<file path="src/rtl/pcw_pkg.sv">
`timescale 1ns / 1ps

package pcw_pkg;

   typedef enum logic [2:0] {
      PH_SIG  = 3'd0,
      PH_LEN  = 3'd1,
      PH_TYPE = 3'd2,
      PH_DATA = 3'd3,
      PH_CRC  = 3'd4,
      PH_END  = 3'd5
   } pcw_phase_type;

   typedef enum logic [1:0] {
      KIND_OTHER = 2'd0,
      KIND_IDAT  = 2'd1,
      KIND_IEND  = 2'd2
   } pcw_kind_type;

   localparam logic [7:0]  KEY_RESET = 8'd42;
   localparam logic [31:0] TYPE_IDAT = 32'h4944_4154;
   localparam logic [31:0] TYPE_IEND = 32'h4945_4E44;
   localparam logic [2:0]  LAST_SIG_INDEX = 3'd7;
   localparam logic [2:0]  LAST_FIELD_INDEX = 3'd3;

   localparam logic [7:0] SIG_BYTES [8] = '{
      8'd137, 8'd80, 8'd78, 8'd71, 8'd13, 8'd10, 8'd26, 8'd10
   };

   typedef struct packed {
      logic [7:0] in_byte;
      logic       restart;
   } pcw_req_type;

   typedef struct packed {
      logic [7:0]  out_byte;
      logic [2:0]  region;
      logic [1:0]  chunk_kind;
      logic [31:0] chunk_length;
      logic        bad_signature;
      logic        end_found;
   } pcw_rsp_type;

endpackage

</file>
<file path="src/rtl/png_chunk_walker_xor_unit.sv">
`timescale 1ns / 1ps

// Walks a PNG byte stream at one byte per clock cycle while the result side
// does not stall: each accepted transaction updates the chunk walker and its
// result lands in the output register on the same edge, so rsp_valid rises in
// the cycle after the byte is taken. The walker state update is the only loop,
// so back-to-back bytes are accepted for as long as the result side does not
// stall. The key is written through the csr_ port, which is always ready;
// write it only while no transaction is in flight.
module png_chunk_walker_xor_unit (
   input  logic                 clock,
   input  logic                 reset,
   input  logic                 req_valid,
   output logic                 req_stall,
   input  pcw_pkg::pcw_req_type req_data,
   output logic                 rsp_valid,
   input  logic                 rsp_stall,
   output pcw_pkg::pcw_rsp_type rsp_data,
   input  logic                 csr_valid,
   output logic                 csr_ready,
   input  logic [7:0]           csr_wdata
);
   import pcw_pkg::*;

   logic [7:0]  key_ff;
   logic        step;
   logic        out_busy;
   pcw_rsp_type result;

   assign csr_ready = 1'b1;

   always_ff @(posedge clock) begin
      if (reset) begin
         key_ff <= KEY_RESET;
      end else if (csr_valid && csr_ready) begin
         key_ff <= csr_wdata;
      end
   end

   assign req_stall = out_busy;
   assign step      = req_valid && !out_busy;

   pcw_walker u_walker (
      .clock    (clock),
      .reset    (reset),
      .step     (step),
      .xor_key  (key_ff),
      .req_data (req_data),
      .result   (result)
   );

   pcw_out_reg u_out_reg (
      .clock     (clock),
      .reset     (reset),
      .load      (step),
      .load_data (result),
      .busy      (out_busy),
      .rsp_valid (rsp_valid),
      .rsp_stall (rsp_stall),
      .rsp_data  (rsp_data)
   );

endmodule

</file>
<file path="src/rtl/pcw_walker.sv">
`timescale 1ns / 1ps

module pcw_walker (
   input  logic                 clock,
   input  logic                 reset,
   input  logic                 step,
   input  logic [7:0]           xor_key,
   input  pcw_pkg::pcw_req_type req_data,
   output pcw_pkg::pcw_rsp_type result
);
   import pcw_pkg::*;

   pcw_phase_type phase_ff, phase_in;
   logic [2:0]    byte_index_ff, byte_index_in;
   logic [31:0]   length_ff, length_in;
   logic [31:0]   remaining_ff, remaining_in;
   logic [23:0]   type_shift_ff, type_shift_in;
   pcw_kind_type  kind_ff, kind_in;
   logic          sig_error_ff, sig_error_in;
   logic          done_ff, done_in;

   always_ff @(posedge clock) begin
      if (reset) begin
         phase_ff      <= PH_SIG;
         byte_index_ff <= '0;
         length_ff     <= '0;
         remaining_ff  <= '0;
         type_shift_ff <= '0;
         kind_ff       <= KIND_OTHER;
         sig_error_ff  <= 1'b0;
         done_ff       <= 1'b0;
      end else if (step) begin
         phase_ff      <= phase_in;
         byte_index_ff <= byte_index_in;
         length_ff     <= length_in;
         remaining_ff  <= remaining_in;
         type_shift_ff <= type_shift_in;
         kind_ff       <= kind_in;
         sig_error_ff  <= sig_error_in;
         done_ff       <= done_in;
      end
   end

   always_comb begin
      pcw_phase_type cur_phase;
      logic [2:0]    cur_index;
      logic [31:0]   cur_length;
      logic [31:0]   cur_remaining;
      logic [23:0]   cur_type;
      pcw_kind_type  cur_kind;
      logic          cur_error;
      logic          cur_done;
      logic [7:0]    b;
      logic [7:0]    ob;
      logic [31:0]   full_type;
      logic [2:0]    region;

      b = req_data.in_byte;
      // A restart clears the parse before this byte is looked at.
      if (req_data.restart) begin
         cur_phase     = PH_SIG;
         cur_index     = '0;
         cur_length    = '0;
         cur_remaining = '0;
         cur_type      = '0;
         cur_kind      = KIND_OTHER;
         cur_error     = 1'b0;
         cur_done      = 1'b0;
      end else begin
         cur_phase     = phase_ff;
         cur_index     = byte_index_ff;
         cur_length    = length_ff;
         cur_remaining = remaining_ff;
         cur_type      = type_shift_ff;
         cur_kind      = kind_ff;
         cur_error     = sig_error_ff;
         cur_done      = done_ff;
      end

      phase_in      = cur_phase;
      byte_index_in = cur_index;
      length_in     = cur_length;
      remaining_in  = cur_remaining;
      type_shift_in = cur_type;
      kind_in       = cur_kind;
      sig_error_in  = cur_error;
      done_in       = cur_done;
      ob            = b;
      region        = cur_phase;
      full_type     = {cur_type, b};

      case (cur_phase)
         PH_SIG: begin
            if (!cur_error) begin
               if (b != SIG_BYTES[cur_index]) begin
                  sig_error_in = 1'b1;
               end else if (cur_index == LAST_SIG_INDEX) begin
                  phase_in      = PH_LEN;
                  byte_index_in = '0;
               end else begin
                  byte_index_in = cur_index + 3'd1;
               end
            end
         end
         PH_LEN: begin
            if (cur_index == '0) begin
               length_in = {24'd0, b};
               kind_in   = KIND_OTHER;
            end else begin
               length_in = {cur_length[23:0], b};
            end
            if (cur_index == LAST_FIELD_INDEX) begin
               phase_in      = PH_TYPE;
               byte_index_in = '0;
               type_shift_in = '0;
            end else begin
               byte_index_in = cur_index + 3'd1;
            end
         end
         PH_TYPE: begin
            type_shift_in = full_type[23:0];
            if (cur_index == LAST_FIELD_INDEX) begin
               if (full_type == TYPE_IDAT) begin
                  kind_in = KIND_IDAT;
               end else if (full_type == TYPE_IEND) begin
                  kind_in = KIND_IEND;
               end else begin
                  kind_in = KIND_OTHER;
               end
               remaining_in  = cur_length;
               byte_index_in = '0;
               phase_in      = (cur_length == '0) ? PH_CRC : PH_DATA;
            end else begin
               byte_index_in = cur_index + 3'd1;
            end
         end
         PH_DATA: begin
            if (cur_kind == KIND_IDAT) begin
               ob = b ^ xor_key;
            end
            remaining_in = cur_remaining - 32'd1;
            if (cur_remaining == 32'd1) begin
               phase_in      = PH_CRC;
               byte_index_in = '0;
            end
         end
         PH_CRC: begin
            if (cur_index == LAST_FIELD_INDEX) begin
               byte_index_in = '0;
               if (cur_kind == KIND_IEND) begin
                  phase_in = PH_END;
                  done_in  = 1'b1;
               end else begin
                  phase_in = PH_LEN;
               end
            end else begin
               byte_index_in = cur_index + 3'd1;
            end
         end
         PH_END: begin
         end
         default: begin
            phase_in = PH_END;
            region   = PH_END;
         end
      endcase

      result.out_byte      = ob;
      result.region        = region;
      result.chunk_kind    = kind_in;
      result.chunk_length  = length_in;
      result.bad_signature = sig_error_in;
      result.end_found     = done_in;
   end

   a_error_holds_sig: assert property (@(posedge clock) disable iff (reset)
      sig_error_ff |-> phase_ff == PH_SIG)
      else $error("signature error outside the signature region");

   a_done_in_end: assert property (@(posedge clock) disable iff (reset)
      done_ff |-> phase_ff == PH_END)
      else $error("end flag set outside the after-end region");

   a_data_nonzero: assert property (@(posedge clock) disable iff (reset)
      phase_ff == PH_DATA |-> remaining_ff != '0)
      else $error("data region entered with no bytes remaining");

   a_field_index: assert property (@(posedge clock) disable iff (reset)
      (phase_ff == PH_LEN || phase_ff == PH_TYPE || phase_ff == PH_CRC)
      |-> byte_index_ff <= LAST_FIELD_INDEX)
      else $error("field byte index out of range");

endmodule

</file>
<file path="src/rtl/pcw_out_reg.sv">
`timescale 1ns / 1ps

module pcw_out_reg (
   input  logic                 clock,
   input  logic                 reset,
   input  logic                 load,
   input  pcw_pkg::pcw_rsp_type load_data,
   output logic                 busy,
   output logic                 rsp_valid,
   input  logic                 rsp_stall,
   output pcw_pkg::pcw_rsp_type rsp_data
);
   import pcw_pkg::*;

   logic        valid_ff;
   pcw_rsp_type data_ff;

   // The register can take a new result in the same cycle its old one leaves.
   assign busy = valid_ff && rsp_stall;

   always_ff @(posedge clock) begin
      if (reset) begin
         valid_ff <= 1'b0;
      end else if (load) begin
         valid_ff <= 1'b1;
      end else if (!rsp_stall) begin
         valid_ff <= 1'b0;
      end
   end

   always_ff @(posedge clock) begin
      if (load) begin
         data_ff <= load_data;
      end
   end

   assign rsp_valid = valid_ff;
   assign rsp_data  = data_ff;

endmodule
</file>
<file path="config.mk">
export PLATFORM = sky130hd
export DESIGN_NAME = png_chunk_walker_xor_unit
export DESIGN_NICKNAME = d
export VERILOG_FILES = /design/src/rtl/pcw_pkg.sv /design/src/rtl/png_chunk_walker_xor_unit.sv /design/src/rtl/pcw_walker.sv /design/src/rtl/pcw_out_reg.sv
export SDC_FILE = /design/constraint.sdc
export NUM_CORES = 1
export LEC_CHECK = 0
export BUFFER_PORTS_ARGS = -buffer_cell sky130_fd_sc_hd__buf_2
export CORE_MARGIN = 10
export CORE_UTILIZATION = 40
export CTS_BUF_LIST = sky130_fd_sc_hd__clkbuf_4 sky130_fd_sc_hd__clkbuf_8
export DETAILED_ROUTE_END_ITERATION = 6
export PLACE_DENSITY = 0.54
export RECOVER_POWER = 50
export SKIP_CTS_REPAIR_TIMING = 1
export SYNTH_ARGS = -nofsm -noshare
export SYNTH_HDL_FRONTEND = slang
export SYNTH_HIERARCHICAL = 1
export SYNTH_SLANG_ARGS = --single-unit
export TNS_END_PERCENT = 30
</file>
<file path="constraint.sdc">
create_clock -name clock -period 5.2 [get_ports clock]
set_input_delay 0.26 -clock clock [delete_from_list [all_inputs] [get_ports clock]]
set_output_delay 0.26 -clock clock [all_outputs]
set_load 0.05 [all_outputs]
</file>
# Yosys cells after proc, flatten, opt, wreduce, memory -nomap -nowiden
# Memory sizes are Yosys's and may differ from the RTL's.
# Index checks and enable logic that the tools add are counted.
word_totals:
  memories: 1
  register_bits: 154
  rom_bits: 64
  elab_cells: 91
  output_inout_bits: 50
memory_table:
  columns: ["name", "depth", "word_bits", "rd", "rd_clocked_by_memory_dff", "wr", "line_no", "rtl"]
  rows:
  - ["(name not given)", 8, 8, 1, 0, 0, "pcw_walker.sv:95", "if (b != SIG_BYTES[cur_index]) begin"]
op_classes:
  n_mux: 47
  eq_ne: 14
  n_lt_le_gt_ge: 1
  bitwise_logic: 2
  addsub: 2
  n_reduce_logical: 8
op_table:
  columns: ["cell", "n"]
  rows:
  - ["32-bit two-way mux", 5]
  - ["32-bit by 31-bit equality test with 1-bit output (second input constant)", 2]
  - ["32-bit one-hot mux with 2 select lines", 1]
  - ["24-bit two-way mux", 2]
  - ["3-bit two-way mux", 16]
  - ["24-bit one-hot mux with 2 select lines", 1]
  - ["32-bit by 1-bit equality test with 1-bit output (second input constant)", 1]
  - ["32-bit zero test", 1]
  - ["8-bit two-way mux", 4]
  - ["32-bit by 1-bit subtractor with 32-bit output (second input constant)", 1]
  - ["3-bit one-hot mux with 6 select lines", 1]
  - ["1-bit two-way mux", 10]
  - ["2-bit two-way mux", 5]
  - ["3-bit by 2-bit equality test with 1-bit output (second input constant)", 3]
  - ["3-bit equality test (second input constant)", 3]
  - ["3-bit one-hot mux with 3 select lines", 1]
  - ["8-bit != test", 1]
  - ["8-bit bitwise XOR", 1]
  - ["3-bit zero test", 2]
  - ["6-bit OR reduction", 1]
  - ["4-bit >= comparator (second input constant)", 1]
  - ["3-bit inverter with 4-bit output", 1]
  - ["2-bit one-hot mux with 2 select lines", 1]
  - ["3-bit by 1-bit adder with 3-bit output (second input constant)", 1]
  - ["7 further kinds", 8]

# Longest topological paths before layout
logic_depth:
  depth_word: 9
  ltp_mapped: 16
  ltp_nobuf: 11

# By module
# Netlist, hierarchy kept.
by_module_without_submodules:
  columns: ["mod", "area_per_inst_um2", "instances", "seq_area_each_um2", "cells_per_inst"]
  rows:
  - ["pcw_walker", 6357.3, 1, 1961.9, 845]
  - ["pcw_out_reg", 1447.6, 1, 1431.4, 51]
  - ["png_chunk_walker_xor_unit", 314.1, 1, 160.2, 29]

# Worst setup path before layout
# OpenSTA, ideal clock, no wires.
synth_path:
  path_kind: "flip-flop to flip-flop"
  from: "register u_out_reg.valid_ff (netlist: u_out_reg/rsp_valid)"
  to: "register u_walker.byte_index_ff[2]"
  setup_slack_ns: 0.374
  path_buffers: 0
  t_arrival_ns: 4.747
  required_time_ns: 5.121
  synth_period_minus_slack_ns: 4.826
  stages_incl_launch_ff: 9
  cell_sequence: "dfxtp_1 > and2_2 > nor2b_1 > clkinv_1 > nor2_1 > nand2_1 > o21bai_1 > or3_1 > o211ai_1"
synth_between:
  elab_chain_cells: 3
synth_lines:
  columns: ["element", "line_no", "rtl"]
  rows:
  - ["start: declaration", "pcw_out_reg.sv:15", "logic valid_ff;"]
  - ["start signal: assignment", "pcw_out_reg.sv:23", "valid_ff <= 1'b0;"]
  - ["start signal: assignment", "pcw_out_reg.sv:25", "valid_ff <= 1'b1;"]
  - ["start signal: assignment", "pcw_out_reg.sv:27", "valid_ff <= 1'b0;"]
  - ["1-bit logical AND", "pcw_out_reg.sv:19", "assign busy = valid_ff && rsp_stall;"]
  - ["via req_stall", "png_chunk_walker_xor_unit.sv:14", "output logic req_stall,"]
  - ["1-bit zero test", "png_chunk_walker_xor_unit.sv:41", "assign step = req_valid && !out_busy;"]
  - ["1-bit logical AND", "png_chunk_walker_xor_unit.sv:41", null]
  - ["via step", "png_chunk_walker_xor_unit.sv:26", "logic step;"]
  - ["end signal: assignment", "pcw_walker.sv:34", "byte_index_ff <= byte_index_in;"]
  - ["end: declaration", "pcw_walker.sv:14", "logic [2:0] byte_index_ff, byte_index_in;"]
# The timed path passes the listed nets, and every way through them passes these cells.
# A chain may end at the register's enable or synchronous reset.

==> impl_results.md <==
- Status: finished with violations
- Failing checks: max-capacitance violations, max-slew violations
- Crit path cell chain: nor2b_1, nand2_2, inv_1, nand2_1, buf_4, nor3b_2, nand2_1, xnor2_1
- CTS Buf Count: 17
- Post-Route Utilization: 44.3%
- Core area: 20100 um2
- Main combinational cell family by area after synthesis: simple AND/OR/NAND/NOR gates
- Num rows: 52
- DIE HEIGHT: 162 um
- Initial core utilization: 40.4%
- Max incr delay on CP: ~0.67 ns
- Switching fraction of total power: 30.6%
- Fmax: 268 MHz
- Die width: 162 um
- H-tree Lvls: 4
- Synth Cell Area: 8120 um2
- Crit path capture type: register
- Mux contribution to synthesized area: 4.84%
- Pre-Repair DR Iteration Count: 6
- P_int: approximately 1800 uW
- R2R setup slack: 1.46 ns
- Die area: 26400 um2
- Initial antenna violation count: 0
- Antenna cells: 0
- Most common cell after layout, fill and taps aside: nor2_1
- Layout area overhead: 9.71%
- Io pins: 72
- Wire length of the first global-routing pass: 39100 um
- Most frequently used flop master after synthesis: dfxtp_1
- Synth Area in Simple Gates: a little under a quarter
- Routed len/inst: 20.3 um
- Sw power: 773 uW
- Final Cycle Share: between 70% and 80%
- Fill cell instance count of the final layout: 2034
- RSZ-0062 raised after global routing: false
- CP bufs+invs: 2
- Slew headroom: -8.22%
- Routed wire length: 25100 um
- Sequential fraction of the synthesis area: 43.8%
- P per Cell Area: roughly 280 nW/um2
- Clk root buf: clkbuf_8
- Area post-placement: between 8000 and 9000 um2
- DRC viols: 0
- Worst-Margin Slew: 1.61 ns
- Syn_nets: around 950
- Ys Warns: 6
- Mean area per synthesized cell: 8.78 um2
- Multi-input gate area: 4170 um2
- Hold Path Class: in -> reg
- Number of global-route vias before repair: 6609
- Iter 0 DRT Violations: roughly 680
- Async S/R FF share, synth: 0%
- Post-layout instance area: just under 9000 um2
- Critical path's slowest cell: inv_1
- Leakage: 0.00312 uW
- Register area: 3550 um2
- Clock Latency Late Sink: 0.46 ns
- Setup Skew: 0.0129 ns
- Peak VDD IR: about 0.18 mV
- Minimum clock period: between 3 and 4 ns
- Part of the power in registers: 51.3%
- CP Data Required Time: 5.41 ns
- Slew Limit Fails: 19
- CTS tree: built
- Clock Sinks: approximately 150
- Post-synth EDFFs: 47
- Final hold vios: 0
- Cell family with most CP delay: simple AND/OR/NAND/NOR gates
- Synth unique cells: 87
- CP most frequent cell: nand2_1
- Clock power share: 35.7%
- Drt via density: 5.83
- Most frequent cells in the layout: nor2_1, dfxtp_1, nand2_1
- GR Overflow Total: 0
- DR vias: 7212
- Crit path launch type: register
- Max Cap Viol: 2
- IO Port Bufs: 70
- Max clock buf depth: 2
- Fin nets: a little under 1000
- Synth Area in XOR/XNOR: about 2.3%
- Setup Viol. Count Final: 0
- Adder-Cell Fraction of Synth Area: 1.08%
- Share of cells above drive strength 1: 9.50%
- Critical path class: reg -> reg
- Crit Path Max Fanout: 19
- Synth Area in Compound Gates: roughly 20%
- Gate power share: about an eighth
- Critical path arrival: 3.95 ns
- Routability Congestion: 0.887
- Seq cells post-synth: 154
- Final ANT Viol Nets: 0
- Hpwl dp: 16800 um
- GR Util All Layers: between 10% and 20%
- Post-Synthesis Cells: 925
- Largest net degree at the start of global routing: 132
- Clock-pin slew on the worst setup and hold paths: 0.09 ns
- Final TNS setup: 0 ns
==> per-layer routing <==
| layer | GRT usage, % | up-vias | wire length, um |
|---|---|---|---|
| met2 | 26.3 | 300 | 10900 |
| li1 | - | 3453 | - |
| met4 | 6.04 | 0 | 514 |
| met1 | 26.7 | 3421 | 11700 |
| met5 | 0 | - | 0 |
| met3 | 4.27 | 38 | 2020 |
==> final cells by class <==
class	count	area share, %
clock buffers	18	2.71
clock inverters	14	1.55
inverters	15	0.632
multi-input cells	684	46.8
flip-flops and latches	154	39.9
well taps	270	3.79
repair buffers	83	4.59
==> stage by stage <==
step | instances | hold WS, ns | setup slack [ns] | power [uW]
after floorplan | 925 | 0.332 | 0.374 | 1570
after global placement | 1203 | 0.472 | 1.83 | 1660
after detailed placement | 1203 | 0.475 | 1.84 | 1660
after CTS | 1235 | -0.0215 | 1.81 | 2560
after global routing | 1238 | 0.0369 | 1.30 | 2630
final | 1238 | 0.0424 | 1.46 | 2530
==> power groups by stage <==
stage | logic (uW) | clock network (uW) | registers (uW)
global route | 356 | 973 | 1300
global placement | 336 | 0 | 1320
floorplan | 184 | 0 | 1390
detailed placement | 334 | 0 | 1320
CTS | 335 | 926 | 1290
finish | 330 | 901 | 1290
==> synth_stat cells (all sizes together), types with 7 or more instances <==
cell    instances  area share, %
xnor2          13            1.4
edfxtp         47             17
a311oi         10            1.2
nand3          20            1.4
nand4           7           0.54
buf            27            1.9
nor2          137            6.4
clkbuf         45            2.1
dfxtp         107             26
nand2          99            4.6
inv            13           0.60
mux2i          37            4.6
nor2b          14            1.1
o22ai           8           0.62
ha              7            1.1
xor2            8           0.86
nand2b          9           0.79
nor3           29            2.0
a21oi          51            3.1
a22oi          53            4.9
o21ai          52            3.2
nor4b           8            1.0
nor4           18            2.0
==> final timing paths <==
check	endpoint	cells after the start	start
setup / recovery	u_out_reg/rsp_data[43]	8	u_walker/phase_ff[1]
hold reg to reg	key_ff[7]	2	key_ff[7]
setup reg to reg	u_out_reg/rsp_data[43]	8	u_walker/phase_ff[1]
hold / removal	u_out_reg/rsp_valid	3	rsp_stall
==> cell families (layout without fill, tap and decap cells) <==
group | Yosys count | in the layout
compound gates | 243 | 243
other cells | 1 | 1
simple gates | 373 | 373
xor+xnor | 21 | 21
flops | 154 | 154
mux | 39 | 39
buf+inv | 87 | 130
fa+ha+maj | 7 | 7
==> state kept, by name, summed over array words and instances, names as in the netlist <==
| register | count |
|---|---|
| u_walker/phase_ff | 3 |
| u_walker/byte_index_ff | 3 |
| u_walker/sig_error_ff | 1 |
| u_out_reg/rsp_data | 47 |
| u_walker/done_ff | 1 |
| key_ff | 8 |
| u_walker/length_ff | 32 |
| u_walker/type_shift_ff | 24 |
| u_walker/kind_ff | 2 |
| u_walker/remaining_ff | 32 |
| u_out_reg/rsp_valid | 1 |
==> worst reg2reg max path, cell delays in order (launching register included) <==
cell,delay [ns]
dfxtp_1,0.59
nor2b_1,0.66
nand2_2,0.34
inv_1,0.67
nand2_1,0.12
buf_4,0.24
nor3b_2,0.56
nand2_1,0.16
xnor2_1,0.15
No activity file was read; power rests on OpenSTA's default activity.
